===== config.mk =====
export PLATFORM = sky130hd
export DESIGN_NAME = sliding_correlation_best_offset_flat
export DESIGN_NICKNAME = d
export VERILOG_FILES = /design/src/sv/scbo_pkg.sv /design/src/sv/scbo_if.sv /design/src/sv/scbo_cell.sv /design/src/sv/scbo_score.sv /design/src/sv/sliding_correlation_best_offset.sv /design/src/flat_wrapper.sv
export SDC_FILE = /design/constraint.sdc
export NUM_CORES = 1
export LEC_CHECK = 0
export ABC_CLOCK_PERIOD_IN_PS = 10100
export BUFFER_PORTS_ARGS = -buffer_cell sky130_fd_sc_hd__buf_2
export CAP_MARGIN = 10
export CELL_PAD_IN_SITES_DETAIL_PLACEMENT = 0
export CELL_PAD_IN_SITES_GLOBAL_PLACEMENT = 1
export CORE_AREA = 2 2 214 216
export DETAILED_ROUTE_END_ITERATION = 16
export DIE_AREA = 0 0 216 218
export PLACE_DENSITY_LB_ADDON = 0.12
export RECOVER_POWER = 50
export SYNTH_ARGS = -nofsm -noshare
export SYNTH_HDL_FRONTEND = slang
export SYNTH_HIERARCHICAL = 1
export SYNTH_SLANG_ARGS = --single-unit

===== constraint.sdc =====
create_clock -name i_clk -period 10.1 [get_ports i_clk]
set_input_delay 2.525 -clock i_clk [delete_from_list [all_inputs] [get_ports i_clk]]
set_output_delay 2.525 -clock i_clk [all_outputs]
set_load 0.05 [all_outputs]

===== src/sv/scbo_pkg.sv =====
// Shared types and codes for the sliding correlation best-offset block.
// No dependencies; design files use scoped names, testbench files import it.
`default_nettype none

package scbo_pkg;

    typedef logic [1:0]  t_base;
    typedef logic [15:0] t_offset;

    typedef enum logic [1:0] {
        STATUS_OK    = 2'd0,
        STATUS_SHORT = 2'd1,
        STATUS_NONE  = 2'd2
    } t_status;

    // Control tag that rides along with a window through the scoring stages.
    typedef struct packed {
        logic    last;       // item closes the reference
        logic    score;      // a full window ends on this item
        logic    short_ref;  // fewer bases than the window seen so far
        t_offset start;      // window start, masked to 16 bits
    } t_tag;

endpackage

`default_nettype wire


===== src/sv/scbo_if.sv =====
// Valid/ready channels: reference bases in, best-offset reports out.
// Depends on scbo_pkg for payload types.
`default_nettype none

interface scbo_in_if;
    logic                 valid;
    logic                 ready;
    scbo_pkg::t_base      base;
    logic                 last;

    modport source (output valid, output base, output last, input ready);
    modport sink   (input valid, input base, input last, output ready);
endinterface

interface scbo_out_if;
    logic                 valid;
    logic                 ready;
    scbo_pkg::t_offset    best_offset;
    scbo_pkg::t_status    status;

    modport source (output valid, output best_offset, output status, input ready);
    modport sink   (input valid, input best_offset, input status, output ready);
endinterface

`default_nettype wire


===== src/sv/scbo_cell.sv =====
// One correlation cell: adds bases and base products to the partial sums
// from its left neighbor and registers them. Depends on scbo_pkg.
`default_nettype none

module scbo_cell #(
    parameter int SX_W = 4,
    parameter int SQ_W = 5
) (
    input  wire logic              i_clk,
    input  wire logic              i_en,
    input  wire scbo_pkg::t_base   i_x,
    input  wire scbo_pkg::t_base   i_y,
    input  wire logic [SX_W-1:0]   i_sx,
    input  wire logic [SQ_W-1:0]   i_sxx,
    input  wire logic [SX_W-1:0]   i_sy,
    input  wire logic [SQ_W-1:0]   i_sxy,
    output logic      [SX_W-1:0]   o_sx,
    output logic      [SQ_W-1:0]   o_sxx,
    output logic      [SX_W-1:0]   o_sy,
    output logic      [SQ_W-1:0]   o_sxy
);

    logic [3:0] w_xx;
    logic [3:0] w_xy;

    assign w_xx = {2'b00, i_x} * {2'b00, i_x};
    assign w_xy = {2'b00, i_x} * {2'b00, i_y};

    always_ff @(posedge i_clk) begin
        if (i_en) begin
            o_sx  <= i_sx  + SX_W'(i_x);
            o_sxx <= i_sxx + SQ_W'(w_xx);
            o_sy  <= i_sy  + SX_W'(i_y);
            o_sxy <= i_sxy + SQ_W'(w_xy);
        end
    end

endmodule

`default_nettype wire


===== src/sv/scbo_score.sv =====
// Scoring pipeline: covariance and spread, squared covariance, then the
// cross-multiplied compare against the kept best and the report. Uses scbo_pkg.
`default_nettype none

module scbo_score #(
    parameter int WINDOW = 3,
    parameter int SX_W   = 4,
    parameter int SQ_W   = 5
) (
    input  wire logic              i_clk,
    input  wire logic              i_rst_n,
    input  wire logic              i_adv,
    input  wire logic              i_vld,
    input  wire scbo_pkg::t_tag    i_tag,
    input  wire logic [SX_W-1:0]   i_sx,
    input  wire logic [SQ_W-1:0]   i_sxx,
    input  wire logic [SX_W-1:0]   i_sy,
    input  wire logic [SQ_W-1:0]   i_sxy,
    output logic                   o_rep_vld,
    output scbo_pkg::t_offset      o_rep_offset,
    output scbo_pkg::t_status      o_rep_status
);

    // |C| and X are both bounded by 9*WINDOW^2
    localparam int CM_W = $clog2(9 * WINDOW * WINDOW + 1);
    localparam int C2_W = 2 * CM_W;
    localparam int PR_W = C2_W + CM_W;

    // stage B: C = n*Sxy - Sx*Sy, X = n*Sxx - Sx*Sx
    logic [CM_W-1:0]        w_nxy, w_sxsy, w_nxx, w_sxsx;
    logic signed [CM_W:0]   w_c;
    logic [CM_W-1:0]        w_x;

    logic                   r_b_vld;
    scbo_pkg::t_tag         r_b_tag;
    logic signed [CM_W:0]   r_b_c;
    logic [CM_W-1:0]        r_b_x;

    // stage C: C^2
    logic [CM_W-1:0]        w_c_abs;
    logic [C2_W-1:0]        w_c2;
    scbo_pkg::t_tag         w_c_tag;

    logic                   r_c_vld;
    scbo_pkg::t_tag         r_c_tag;
    logic [C2_W-1:0]        r_c_c2;
    logic [CM_W-1:0]        r_c_x;

    // stage D: compare against the best so far
    logic                   r_found;
    logic [C2_W-1:0]        r_best_c2;
    logic [CM_W-1:0]        r_best_x;
    scbo_pkg::t_offset      r_best_start;

    logic [PR_W-1:0]        w_lhs, w_rhs;
    logic                   w_upd;
    logic                   w_found_now;
    scbo_pkg::t_offset      w_start_now;

    assign w_nxy  = CM_W'(WINDOW) * CM_W'(i_sxy);
    assign w_sxsy = CM_W'(i_sx) * CM_W'(i_sy);
    assign w_nxx  = CM_W'(WINDOW) * CM_W'(i_sxx);
    assign w_sxsx = CM_W'(i_sx) * CM_W'(i_sx);
    assign w_c    = $signed({1'b0, w_nxy}) - $signed({1'b0, w_sxsy});
    assign w_x    = w_nxx - w_sxsx;   // never negative

    assign w_c_abs = r_b_c[CM_W] ? CM_W'(-r_b_c) : r_b_c[CM_W-1:0];
    assign w_c2    = C2_W'(w_c_abs) * C2_W'(w_c_abs);

    // zero covariance or a flat window scores zero; a flat template gives C = 0
    always_comb begin
        w_c_tag       = r_b_tag;
        w_c_tag.score = r_b_tag.score && (r_b_c != '0) && (r_b_x != '0);
    end

    assign w_lhs = PR_W'(r_c_c2) * PR_W'(r_best_x);
    assign w_rhs = PR_W'(r_best_c2) * PR_W'(r_c_x);
    assign w_upd = r_c_vld && r_c_tag.score && (!r_found || (w_lhs > w_rhs));

    assign w_found_now = r_found || w_upd;
    assign w_start_now = w_upd ? r_c_tag.start : r_best_start;

    assign o_rep_vld = i_adv && r_c_vld && r_c_tag.last;

    always_comb begin
        if (r_c_tag.short_ref) begin
            o_rep_status = scbo_pkg::STATUS_SHORT;
            o_rep_offset = '0;
        end else if (!w_found_now) begin
            o_rep_status = scbo_pkg::STATUS_NONE;
            o_rep_offset = '0;
        end else begin
            o_rep_status = scbo_pkg::STATUS_OK;
            o_rep_offset = w_start_now;
        end
    end

    always_ff @(posedge i_clk) begin
        if (!i_rst_n) begin
            r_b_vld <= 1'b0;
            r_c_vld <= 1'b0;
            r_found <= 1'b0;
        end else if (i_adv) begin
            r_b_vld <= i_vld;
            r_c_vld <= r_b_vld;
            if (r_c_vld) begin
                if (r_c_tag.last) begin
                    r_found <= 1'b0;
                end else if (w_upd) begin
                    r_found <= 1'b1;
                end
            end
        end
    end

    always_ff @(posedge i_clk) begin
        if (i_adv) begin
            r_b_tag <= i_tag;
            r_b_c   <= w_c;
            r_b_x   <= w_x;
            r_c_tag <= w_c_tag;
            r_c_c2  <= w_c2;
            r_c_x   <= r_b_x;
            if (w_upd) begin
                r_best_c2    <= r_c_c2;
                r_best_x     <= r_c_x;
                r_best_start <= r_c_tag.start;
            end
        end
    end

endmodule

`default_nettype wire


===== src/sv/sliding_correlation_best_offset.sv =====
// Sliding correlation best offset: top level with the cell chain, the base
// counter and the report register. Depends on scbo_pkg, scbo_if, scbo_cell, scbo_score.
//
// Usage:
//   i_ref  (valid/ready sink): one reference base per item, last marks the end.
//   o_res  (valid/ready source): one report per last item, best_offset + status.
//   i_cfg_we / i_cfg_data: template write, 2 bits per base, first base lowest.
// Throughput: one base per cycle while o_res is not stalled and no replay runs.
// A report passes the stage A, B and C registers and the output register.
// After each template write the chain replays the held bases with the new
//   template: ready stays low until the replay is done.
// Reset (sync, active low) clears the template, counter and best; no replay.
// When the receiver stalls with a report waiting, the whole pipe holds and
//   ready drops until the report is taken.
// A chain of WINDOW cells builds the window sums as bases arrive (transposed
//   correlator); the scoring pipe squares the covariance and compares by
//   cross-multiplication, keeping the first strictly best window.
// Bases beyond MAX_REFERENCE are not scored; the count saturates.
`default_nettype none

module sliding_correlation_best_offset #(
    parameter int WINDOW        = 3,
    parameter int MAX_REFERENCE = 65536
) (
    input  wire logic                  i_clk,
    input  wire logic                  i_rst_n,
    scbo_in_if.sink                    i_ref,
    scbo_out_if.source                 o_res,
    input  wire logic                  i_cfg_we,
    input  wire logic [2*WINDOW-1:0]   i_cfg_data
);

    localparam int SX_W  = $clog2(3 * WINDOW + 1);
    localparam int SQ_W  = $clog2(9 * WINDOW + 1);
    localparam int CNT_W = $clog2(MAX_REFERENCE + 1);
    localparam int REP_W = $clog2(WINDOW);

    // configuration and replay
    logic [2*WINDOW-1:0]   r_template;
    logic [REP_W-1:0]      r_rep_cnt;
    logic                  w_rep;

    // last WINDOW-1 bases, kept so the chain can be rebuilt
    scbo_pkg::t_base       r_win [0:WINDOW-2];

    // stream control
    logic [CNT_W-1:0]      r_seen;
    logic [CNT_W-1:0]      w_seen_new;
    logic                  w_eval;
    logic                  w_adv;
    logic                  w_acc;
    logic                  w_feed;
    scbo_pkg::t_base       w_x;
    scbo_pkg::t_tag        w_tag;

    // stage A, aligned with the cell registers
    logic                  r_a_vld;
    scbo_pkg::t_tag        r_a_tag;

    // partial sums between neighboring cells
    logic [SX_W-1:0]       w_sx  [0:WINDOW];
    logic [SQ_W-1:0]       w_sxx [0:WINDOW];
    logic [SX_W-1:0]       w_sy  [0:WINDOW];
    logic [SQ_W-1:0]       w_sxy [0:WINDOW];

    // report
    logic                  w_rep_vld;
    scbo_pkg::t_offset     w_rep_offset;
    scbo_pkg::t_status     w_rep_status;
    logic                  r_out_vld;
    scbo_pkg::t_offset     r_out_offset;
    scbo_pkg::t_status     r_out_status;

    // pipe moves unless a report is waiting and not taken
    assign w_adv = !r_out_vld || o_res.ready;
    assign w_rep = (r_rep_cnt != '0);

    assign i_ref.ready = w_adv && !w_rep;
    assign w_acc       = i_ref.valid && i_ref.ready;

    assign w_eval     = (r_seen != CNT_W'(MAX_REFERENCE));
    assign w_seen_new = w_eval ? r_seen + CNT_W'(1) : r_seen;

    // replay feeds the oldest held base and rotates it back in at the top
    assign w_feed = (w_acc && w_eval) || (w_rep && w_adv);
    assign w_x    = w_rep ? r_win[0] : i_ref.base;

    always_comb begin
        w_tag.last      = i_ref.last;
        w_tag.score     = w_eval && (32'(w_seen_new) >= 32'(WINDOW));
        w_tag.short_ref = (32'(w_seen_new) < 32'(WINDOW));
        w_tag.start     = scbo_pkg::t_offset'(32'(w_seen_new) - 32'(WINDOW));
    end

    // cell chain: cell j adds base x times template base j
    assign w_sx[0]  = '0;
    assign w_sxx[0] = '0;
    assign w_sy[0]  = '0;
    assign w_sxy[0] = '0;

    for (genvar j = 0; j < WINDOW; j++) begin : g_cell
        scbo_cell #(
            .SX_W (SX_W),
            .SQ_W (SQ_W)
        ) u_cell (
            .i_clk (i_clk),
            .i_en  (w_feed),
            .i_x   (w_x),
            .i_y   (r_template[2*j +: 2]),
            .i_sx  (w_sx[j]),
            .i_sxx (w_sxx[j]),
            .i_sy  (w_sy[j]),
            .i_sxy (w_sxy[j]),
            .o_sx  (w_sx[j+1]),
            .o_sxx (w_sxx[j+1]),
            .o_sy  (w_sy[j+1]),
            .o_sxy (w_sxy[j+1])
        );
    end

    scbo_score #(
        .WINDOW (WINDOW),
        .SX_W   (SX_W),
        .SQ_W   (SQ_W)
    ) u_score (
        .i_clk        (i_clk),
        .i_rst_n      (i_rst_n),
        .i_adv        (w_adv),
        .i_vld        (r_a_vld),
        .i_tag        (r_a_tag),
        .i_sx         (w_sx[WINDOW]),
        .i_sxx        (w_sxx[WINDOW]),
        .i_sy         (w_sy[WINDOW]),
        .i_sxy        (w_sxy[WINDOW]),
        .o_rep_vld    (w_rep_vld),
        .o_rep_offset (w_rep_offset),
        .o_rep_status (w_rep_status)
    );

    // control registers
    always_ff @(posedge i_clk) begin
        if (!i_rst_n) begin
            r_template <= '0;
            r_rep_cnt  <= '0;
            r_seen     <= '0;
            r_a_vld    <= 1'b0;
            r_out_vld  <= 1'b0;
        end else begin
            if (i_cfg_we) begin
                r_template <= i_cfg_data;
                r_rep_cnt  <= REP_W'(WINDOW - 1);
            end else if (w_rep && w_adv) begin
                r_rep_cnt  <= r_rep_cnt - REP_W'(1);
            end
            if (w_acc) begin
                r_seen <= i_ref.last ? '0 : w_seen_new;
            end
            if (w_adv) begin
                r_a_vld   <= w_acc;
                r_out_vld <= w_rep_vld;
            end
        end
    end

    // payload registers
    always_ff @(posedge i_clk) begin
        if (w_feed) begin
            for (int i = 0; i < WINDOW - 2; i++) begin
                r_win[i] <= r_win[i+1];
            end
            r_win[WINDOW-2] <= w_x;
        end
        if (w_adv) begin
            r_a_tag <= w_tag;
        end
        if (w_rep_vld) begin
            r_out_offset <= w_rep_offset;
            r_out_status <= w_rep_status;
        end
    end

    assign o_res.valid       = r_out_vld;
    assign o_res.best_offset = r_out_offset;
    assign o_res.status      = r_out_status;

`ifndef SYNTHESIS
    // a template write always blocks input while the chain is rebuilt
    a_cfg_replay: assert property (@(posedge i_clk) disable iff (!i_rst_n)
        i_cfg_we |=> !i_ref.ready)
        else $error("input accepted right after a template write");

    // the base count saturates at the reference limit
    a_seen_sat: assert property (@(posedge i_clk) disable iff (!i_rst_n)
        r_seen <= CNT_W'(MAX_REFERENCE))
        else $error("base count beyond the reference limit");

    // a failed report never carries an offset
    a_fail_offset: assert property (@(posedge i_clk) disable iff (!i_rst_n)
        (o_res.valid && (o_res.status != scbo_pkg::STATUS_OK)) |->
            (o_res.best_offset == '0))
        else $error("nonzero offset on a failed report");
`endif

endmodule

`default_nettype wire


===== src/flat_wrapper.sv =====
// flat-port wrapper written by rule: the top's interface ports become plain ports
module sliding_correlation_best_offset_flat 
#(
    parameter int WINDOW        = 3,
    parameter int MAX_REFERENCE = 65536
)
  (i_clk, i_rst_n, i_cfg_we, i_cfg_data, i_ref_valid, i_ref_base, i_ref_last, i_ref_ready, o_res_valid, o_res_best_offset, o_res_status, o_res_ready);
  scbo_in_if i_ref_i ();
  scbo_out_if o_res_i ();
  input  wire logic i_clk;
  input  wire logic i_rst_n;
  input  wire logic i_cfg_we;
  input  wire logic [2*WINDOW-1:0] i_cfg_data;
  input wire logic [$bits(i_ref_i.valid)-1:0] i_ref_valid;
  input wire logic [$bits(i_ref_i.base)-1:0] i_ref_base;
  input wire logic [$bits(i_ref_i.last)-1:0] i_ref_last;
  output wire logic [$bits(i_ref_i.ready)-1:0] i_ref_ready;
  output wire logic [$bits(o_res_i.valid)-1:0] o_res_valid;
  output wire logic [$bits(o_res_i.best_offset)-1:0] o_res_best_offset;
  output wire logic [$bits(o_res_i.status)-1:0] o_res_status;
  input wire logic [$bits(o_res_i.ready)-1:0] o_res_ready;
  assign i_ref_i.valid = i_ref_valid;
  assign i_ref_i.base = i_ref_base;
  assign i_ref_i.last = i_ref_last;
  assign i_ref_ready = i_ref_i.ready;
  assign o_res_valid = o_res_i.valid;
  assign o_res_best_offset = o_res_i.best_offset;
  assign o_res_status = o_res_i.status;
  assign o_res_i.ready = o_res_ready;
  sliding_correlation_best_offset #(.WINDOW(WINDOW), .MAX_REFERENCE(MAX_REFERENCE)) u_core (.i_clk(i_clk), .i_rst_n(i_rst_n), .i_ref(i_ref_i), .o_res(o_res_i), .i_cfg_we(i_cfg_we), .i_cfg_data(i_cfg_data));
endmodule

# Word level (Yosys, flattened, before mapping)
# Memory sizes are Yosys's and may differ from the RTL's.
# Cells that the tools add are included.
dict set report word_totals {
  ff_bits 226
  mem_bits_rw 4
  in_bits 14
  output_inout_bits 20
  word_cells 113
  n_memories 1
}
dict set report op_classes {
  addsub 14
  multipliers 11
  magnitude_cmp 3
  n_eq_ne 1
  mux 12
  bitwise 2
  n_reduce_logical 27
}
# name words word_bits read_ports rd_ports_with_merged_regs write_ports line_no
set mem_list {}
lappend mem_list {u_core.r_win 2 2 2 0 2 sliding_correlation_best_offset.sv:44} ;# scbo_pkg::t_base r_win [0:WINDOW-2];
# operator n
set ops {}
lappend ops {{$mul 14x7->21} 2}
lappend ops {{$mux 17} 2}
lappend ops {{$gt 21x21->1} 1}
lappend ops {{$add 17x1->17 const B} 1}
lappend ops {{$ge 17x2->1 const B} 1}
lappend ops {{$lt 17x2->1 const B} 1}
lappend ops {{$ne 17x17->1 const B} 1}
lappend ops {{$mul 2x2->4} 4}
lappend ops {{$mux 16} 1}
lappend ops {{$sub 16x2->16 const B} 1}
lappend ops {{$mul 2x5->7 const A} 2}
lappend ops {{$mul 4x4->7} 2}
lappend ops {{$mul 7x7->14} 1}
lappend ops {{$logic_and 1x1->1} 11}
lappend ops {{$add 4x4->5} 2}
lappend ops {{$add 5x4->5} 2}
lappend ops {{$add 4x2->4} 2}
lappend ops {{$mux 2} 4}
lappend ops {{$reduce_bool 8->1} 1}
lappend ops {{$sub 7x7->8} 1}
lappend ops {{$mux 7} 1}
lappend ops {{$neg 7->7} 1}
lappend ops {{$reduce_bool 7->1} 1}
lappend ops {{$sub 7x7->7} 1}
lappend ops {{other kinds (10)} 23}

# Longest topological paths before layout
dict set report depth {
  depth_word 8
  depth_mapped 26
}

# Cells and area by module
# The synthesis kept the hierarchy.
# mod n_inst cells_per_inst area_each_um2 seq_area_each_um2
set by_module_without_submodules {}
lappend by_module_without_submodules {scbo_score 1 1318 13296.5 3333.2}
lappend by_module_without_submodules {sliding_correlation_best_offset 1 338 3583.4 1771.7}
lappend by_module_without_submodules {scbo_cell 3 74 1029.7 540.5}

# Least setup slack after synthesis
# Ideal clock, no wire load.
dict set report synth_timing {
  kind {input to output}
  from {input port o_res_ready}
  to {output port i_ref_ready}
  t_arrival_ns 5.470
  required_ns 7.575
  path_slack_ns 2.105
  path_stages 3
  path_buffers 0
  path_cell_list {nor2b_1 > inv_1 > and2_1}
}
dict set report synth_via {
  elab_chain_len 2
}
# item line_no
set synth_rtl {}
lappend synth_rtl {{start, declared} flat_wrapper.sv:21} ;# input wire logic [$bits(o_res_i.ready)-1:0] o_res_ready;
lappend synth_rtl {{$logic_or 1x1->1} sliding_correlation_best_offset.sv:75} ;# assign w_adv = !r_out_vld || o_res.ready;
lappend synth_rtl {{via u_core.w_adv} sliding_correlation_best_offset.sv:50} ;# logic w_adv;
lappend synth_rtl {{$logic_and 1x1->1} sliding_correlation_best_offset.sv:78} ;# assign i_ref.ready = w_adv && !w_rep;
lappend synth_rtl {{end, declared} flat_wrapper.sv:17} ;# output wire logic [$bits(i_ref_i.ready)-1:0] i_ref_ready;
# The timed path passes the listed nets, and every way through them passes these cells.

# Worst setup path in the final report
dict set report layout_timing {
  from {register u_core.u_score.r_c_x[3]}
  to {register u_core.u_score.r_best_c2[6], enable pin}
}
dict set report layout_via {
  elab_chain_len 5
}
# item line_no
set layout_rtl {}
lappend layout_rtl {{start, declared} scbo_score.sv:47} ;# logic [CM_W-1:0] r_c_x;
lappend layout_rtl {{start signal, assigned} scbo_score.sv:123} ;# r_c_x <= r_b_x;
lappend layout_rtl {{$mul 14x7->21} scbo_score.sv:77} ;# assign w_rhs = PR_W'(r_best_c2) * PR_W'(r_c_x);
lappend layout_rtl {{$gt 21x21->1} scbo_score.sv:78} ;# assign w_upd = r_c_vld && r_c_tag.score && (!r_found || (w_lhs > w_rhs));
lappend layout_rtl {{$logic_or 1x1->1} scbo_score.sv:78}
lappend layout_rtl {{$logic_and 1x1->1} scbo_score.sv:78}
lappend layout_rtl {{$reduce_and 2->1 (no source line)} n/a}
lappend layout_rtl {{end signal, assigned} scbo_score.sv:125} ;# r_best_c2 <= r_c_c2;
lappend layout_rtl {{end, declared} scbo_score.sv:51} ;# logic [C2_W-1:0] r_best_c2;
# No other way between the ends.
# A chain may end at the register's enable or synchronous reset.

==> tab_implementation.tex <==
\begin{tabular}{lr}
\hline
Metric & Value \\
\hline
\multicolumn{2}{l}{\textbf{Outcome}} \\
Result of the run & finished, violations left \\
Violated checks & max-capacitance violations, max-slew violations \\
\multicolumn{2}{l}{\textbf{Floorplan}} \\
Starting density of the core & 44.5\% \\
I/O pin count & 34 \\
Die area & 47100 µm² \\
Cell row count & 78 \\
Core outline area & 44900 µm² \\
Die width & 216 µm \\
Height of the chip & 218 µm \\
\multicolumn{2}{l}{\textbf{Synthesis}} \\
Register area share after synthesis & 33.7\% \\
Mux share of post-synthesis cell area & 1.96\% \\
Count of distinct cell types in the synthesized netlist & 90 \\
Share of flip-flops with an asynchronous set or reset & 0\% \\
EDFF count, synth & 204 \\
Post-Syn Area per Cell & 10.6 µm² \\
Compound-Gate Fraction of Synth Area & 8.90\% \\
Register bit total from synthesis & 234 \\
Area of the mapped netlist & 20000 µm² \\
Xor and xnor area share after synthesis & 5.16\% \\
Synth Area in Simple Gates & 14.9\% \\
Largest family of logic cells by synthesized area & adder cells \\
Number of warnings issued by yosys & 6 \\
Post-synthesis adder-cell area fraction & 28.6\% \\
Post-synthesis cell count & 1878 \\
Ys flop type & sky130\_fd\_sc\_hd\_\_edfxtp\_1 \\
\multicolumn{2}{l}{\textbf{Finish}} \\
Top library cells by usage in the layout, fill and taps aside & sky130\_fd\_sc\_hd\_\_inv\_1, sky130\_fd\_sc\_hd\_\_edfxtp\_1, sky130\_fd\_sc\_hd\_\_ha\_1, sky130\_fd\_sc\_hd\_\_and2\_1, sky130\_fd\_sc\_hd\_\_fa\_1 \\
Post-route non-filler standard cell count & 2530 \\
Final net count & 2286 \\
Layout fillers & 4251 \\
Design Area, Final & 21400 µm² \\
Commonest non-fill, non-tap cell in the layout & sky130\_fd\_sc\_hd\_\_inv\_1 \\
N\_diodes & 0 \\
Growth of design area from synthesis to finish & 7.36\% \\
Layout cells sized above 1 & 6.63\% \\
\multicolumn{2}{l}{\textbf{Timing}} \\
Rel. slew slack & -108\% \\
Worst clock skew on the final layout & 0.0231 ns \\
Post-Route Setup TNS & 0 ns \\
Shortest period the worst path allows & 7.42 ns \\
Max-slew violations & 59 \\
Unrepaired setup endpoints after global routing & false \\
Final worst path period share & 73.4\% \\
Endpoints failing hold & 0 \\
Max frequency & 0.135 GHz \\
Worst Tran Pin Value & 3.12 ns \\
Total setup violations reported at the end of the flow & 0 \\
\multicolumn{2}{l}{\textbf{Clock tree}} \\
Count of H-tree levels built during CTS & 1 \\
Clock tree root driver cell & sky130\_fd\_sc\_hd\_\_clkbuf\_16 \\
Clock tree from TritonCTS & built \\
Source-to-sink clock delay at the later pin of the worst-skew pair & 0.54 ns \\
Maximum root-to-sink buffer count & 3 \\
Number of resized instances in the post-cts repair step & 0 \\
Post-CTS setup buffer count & 0 \\
Clock Sinks & 234 \\
Number of hold buffers added after cts & 0 \\
TritonCTS Buffers & 24 \\
Clock transition time at the flip-flop clock pins of the worst setup and hold paths & 0.06 ns \\
\multicolumn{2}{l}{\textbf{Global routing}} \\
Number of global-route vias before repair & 13200 \\
Total routing resource utilization after global routing & 17.5\% \\
Largest net degree at the start of global routing & 65 \\
GR Overflow Total & 0 \\
First-pass GRT wire length & 67.4 mm \\
Initial antenna violation count & 0 \\
\multicolumn{2}{l}{\textbf{Worst setup path}} \\
Kind of capture point of the worst setup path & flop \\
Critical register-to-register path startpoint & u\_core/u\_score/r\_c\_x[3]\$\_DFFE\_PP\_ \\
Critical path peak fanout & 33 \\
Library cell contributing the largest single delay on the critical path & sky130\_fd\_sc\_hd\_\_edfxtp\_1 \\
Series of cell instances along the critical path & and2\_1, fa\_1, inv\_1, fa\_1, inv\_1, fa\_1, inv\_1, fa\_1, inv\_1, ha\_1, o21ai\_1, a21oi\_1, o21ai\_0, o31ai\_1, o221ai\_1, xnor2\_1, ha\_1, nand4\_1, nor4\_2, o21ai\_1, o211ai\_2, nand4\_4, nor2\_1, buf\_4 \\
Class of the most critical setup path & flop to flop \\
Critical register-to-register path endpoint & u\_core/u\_score/r\_best\_c2[6]\$\_DFFE\_PP\_ \\
Worst path bufs/invs & 5 \\
Worst Path Arrival & 7.63 ns \\
Cell depth of the worst flop-to-flop path & 24 \\
CP top delay family & adder cells \\
Reg-to-reg setup timing slack & 2.68 ns \\
Kind of launch point of the worst setup path & flop \\
Required arrival time at the worst endpoint & 10.31 ns \\
Delay of the slowest cell on the worst path & 0.62 ns \\
\multicolumn{2}{l}{\textbf{Min path}} \\
Path type of the worst min-delay path & flop to flop \\
Terminating pin of the worst hold path & u\_core/u\_score/r\_c\_tag[5]\$\_DFFE\_PP\_ \\
Hold Path Stages & 0 \\
Launch instance of the worst min-delay path & u\_core/u\_score/r\_b\_tag[5]\$\_DFFE\_PP\_ \\
\multicolumn{2}{l}{\textbf{Routing}} \\
Via/cell ratio & 4.99 \\
DR iter-0 viols & 656 \\
Detailed Routing Iterations Pass 1 & 5 \\
Vias & 12600 \\
Detailed-route DRC error count & 0 \\
Wire length per cell & 15.7 µm \\
DRT Wirelength & 39.7 mm \\
Antenna viol nets, final & 0 \\
\multicolumn{2}{l}{\textbf{Placement}} \\
Post-Place Cells & 2486 \\
Post-DP HPWL & 30.9 mm \\
Cell Area, Placed & 20700 µm² \\
Port-buffer cells & 33 \\
Routability congestion estimate & 0.816 \\
\multicolumn{2}{l}{\textbf{Job}} \\
Maxcap violations & 1 \\
\hline
\end{tabular}
-- worst max-delay path by stage --
| stage | slack, ns | start | cells past startpoint | to |
|---|---|---|---|---|
| global placement | 2.69 | u_core/u_score/r_c_x[3]$_DFFE_PP_ | 24 | u_core/u_score/r_best_c2[3]$_DFFE_PP_ |
| global route | 2.15 | u_core/u_score/r_c_x[3]$_DFFE_PP_ | 24 | u_core/u_score/r_best_c2[5]$_DFFE_PP_ |
| detailed placement | 2.60 | u_core/u_score/r_c_x[3]$_DFFE_PP_ | 24 | u_core/u_score/r_best_c2[4]$_DFFE_PP_ |
| CTS | 2.57 | u_core/u_score/r_c_x[3]$_DFFE_PP_ | 24 | u_core/u_score/r_best_c2[5]$_DFFE_PP_ |
| floorplan | 2.10 | o_res_ready | 3 | i_ref_ready |
| finish | 2.68 | u_core/u_score/r_c_x[3]$_DFFE_PP_ | 24 | u_core/u_score/r_best_c2[6]$_DFFE_PP_ |
-- per-stage QoR --
stage                     setup slack, ns  util (%)  hold WS [ns]
after floorplan                      2.10         -         0.400
after global placement               2.69      46.2         0.400
after detailed placement             2.60      46.2         0.405
after CTS                            2.57      47.9         0.418
after global routing                 2.15      47.8         0.419
final                                2.68      47.8         0.416
-- metal layers --
layer | up-vias | GRT usage, % | routed length [µm]
met2 | 142 | 31.1 | 19500
met1 | 6088 | 22.9 | 18300
li1 | 6340 | - | -
met4 | 0 | 5.18 | 1080
met5 | - | 0 | 0
met3 | 59 | 1.35 | 852
-- cells in the mapped netlist, drive strengths merged, types with 8 or more instances --
cell type,number,share of area (%)
a211oi,8,0.33
a21boi,11,0.41
a21o,28,1.1
a21oi,67,1.8
a31oi,11,0.34
and2,168,5.3
and3,16,0.50
buf,21,0.76
clkbuf,34,0.66
dfxtp,30,3.0
edfxtp,204,31
fa,160,16
ha,200,13
inv,284,5.3
mux2,18,1.3
mux2i,14,0.70
nand2,119,2.2
nand2b,29,0.91
nand3,23,0.58
nand4,16,0.61
nor2,75,1.5
nor2b,14,0.44
nor3,21,0.68
nor4,8,0.31
o211ai,8,0.35
o21a,13,0.49
o21ai,49,1.3
o21bai,9,0.34
o32ai,16,0.70
or2,14,0.45
or3,13,0.46
xnor2,84,3.7
xor2,32,1.5
-- sequential cells by signal (all words and copies together) (netlist names), 15 cells and up --
register	flops
u_core/r_a_tag	19
u_core/g_cell.u_cell/o_sxx	15
u_core/g_cell.u_cell/o_sxy	15
u_core/r_seen	17
u_core/u_score/r_c_tag	19
u_core/u_score/r_best_start	16
u_core/u_score/r_b_tag	19
u_core/o_res.best_offset	16
-- final cells by class --
type | instances | area [µm²] | share of cell area (%)
Multi-Input combinational cell | 1332 | 11900 | 55.7
Timing Repair Buffer | 36 | 180 | 0.840
Tap cell | 600 | 751 | 3.50
Clock inverter | 13 | 106 | 0.496
Sequential cell | 234 | 6730 | 31.4
Clock buffer | 31 | 657 | 3.06
Inverter | 284 | 1070 | 4.98
-- cells by family after synthesis --
kind of cell | count (synthesis)
other | 3
and+or+nand+nor | 538
DFF | 234
AOI/OAI and AO/OA | 256
xor gates and xnor gates | 116
muxes | 32
buffers and inverters | 339
adders and majority gates | 360
Power is not shown: default switching activity piles up to over one toggle a cycle in this logic, so the estimate is an artifact.
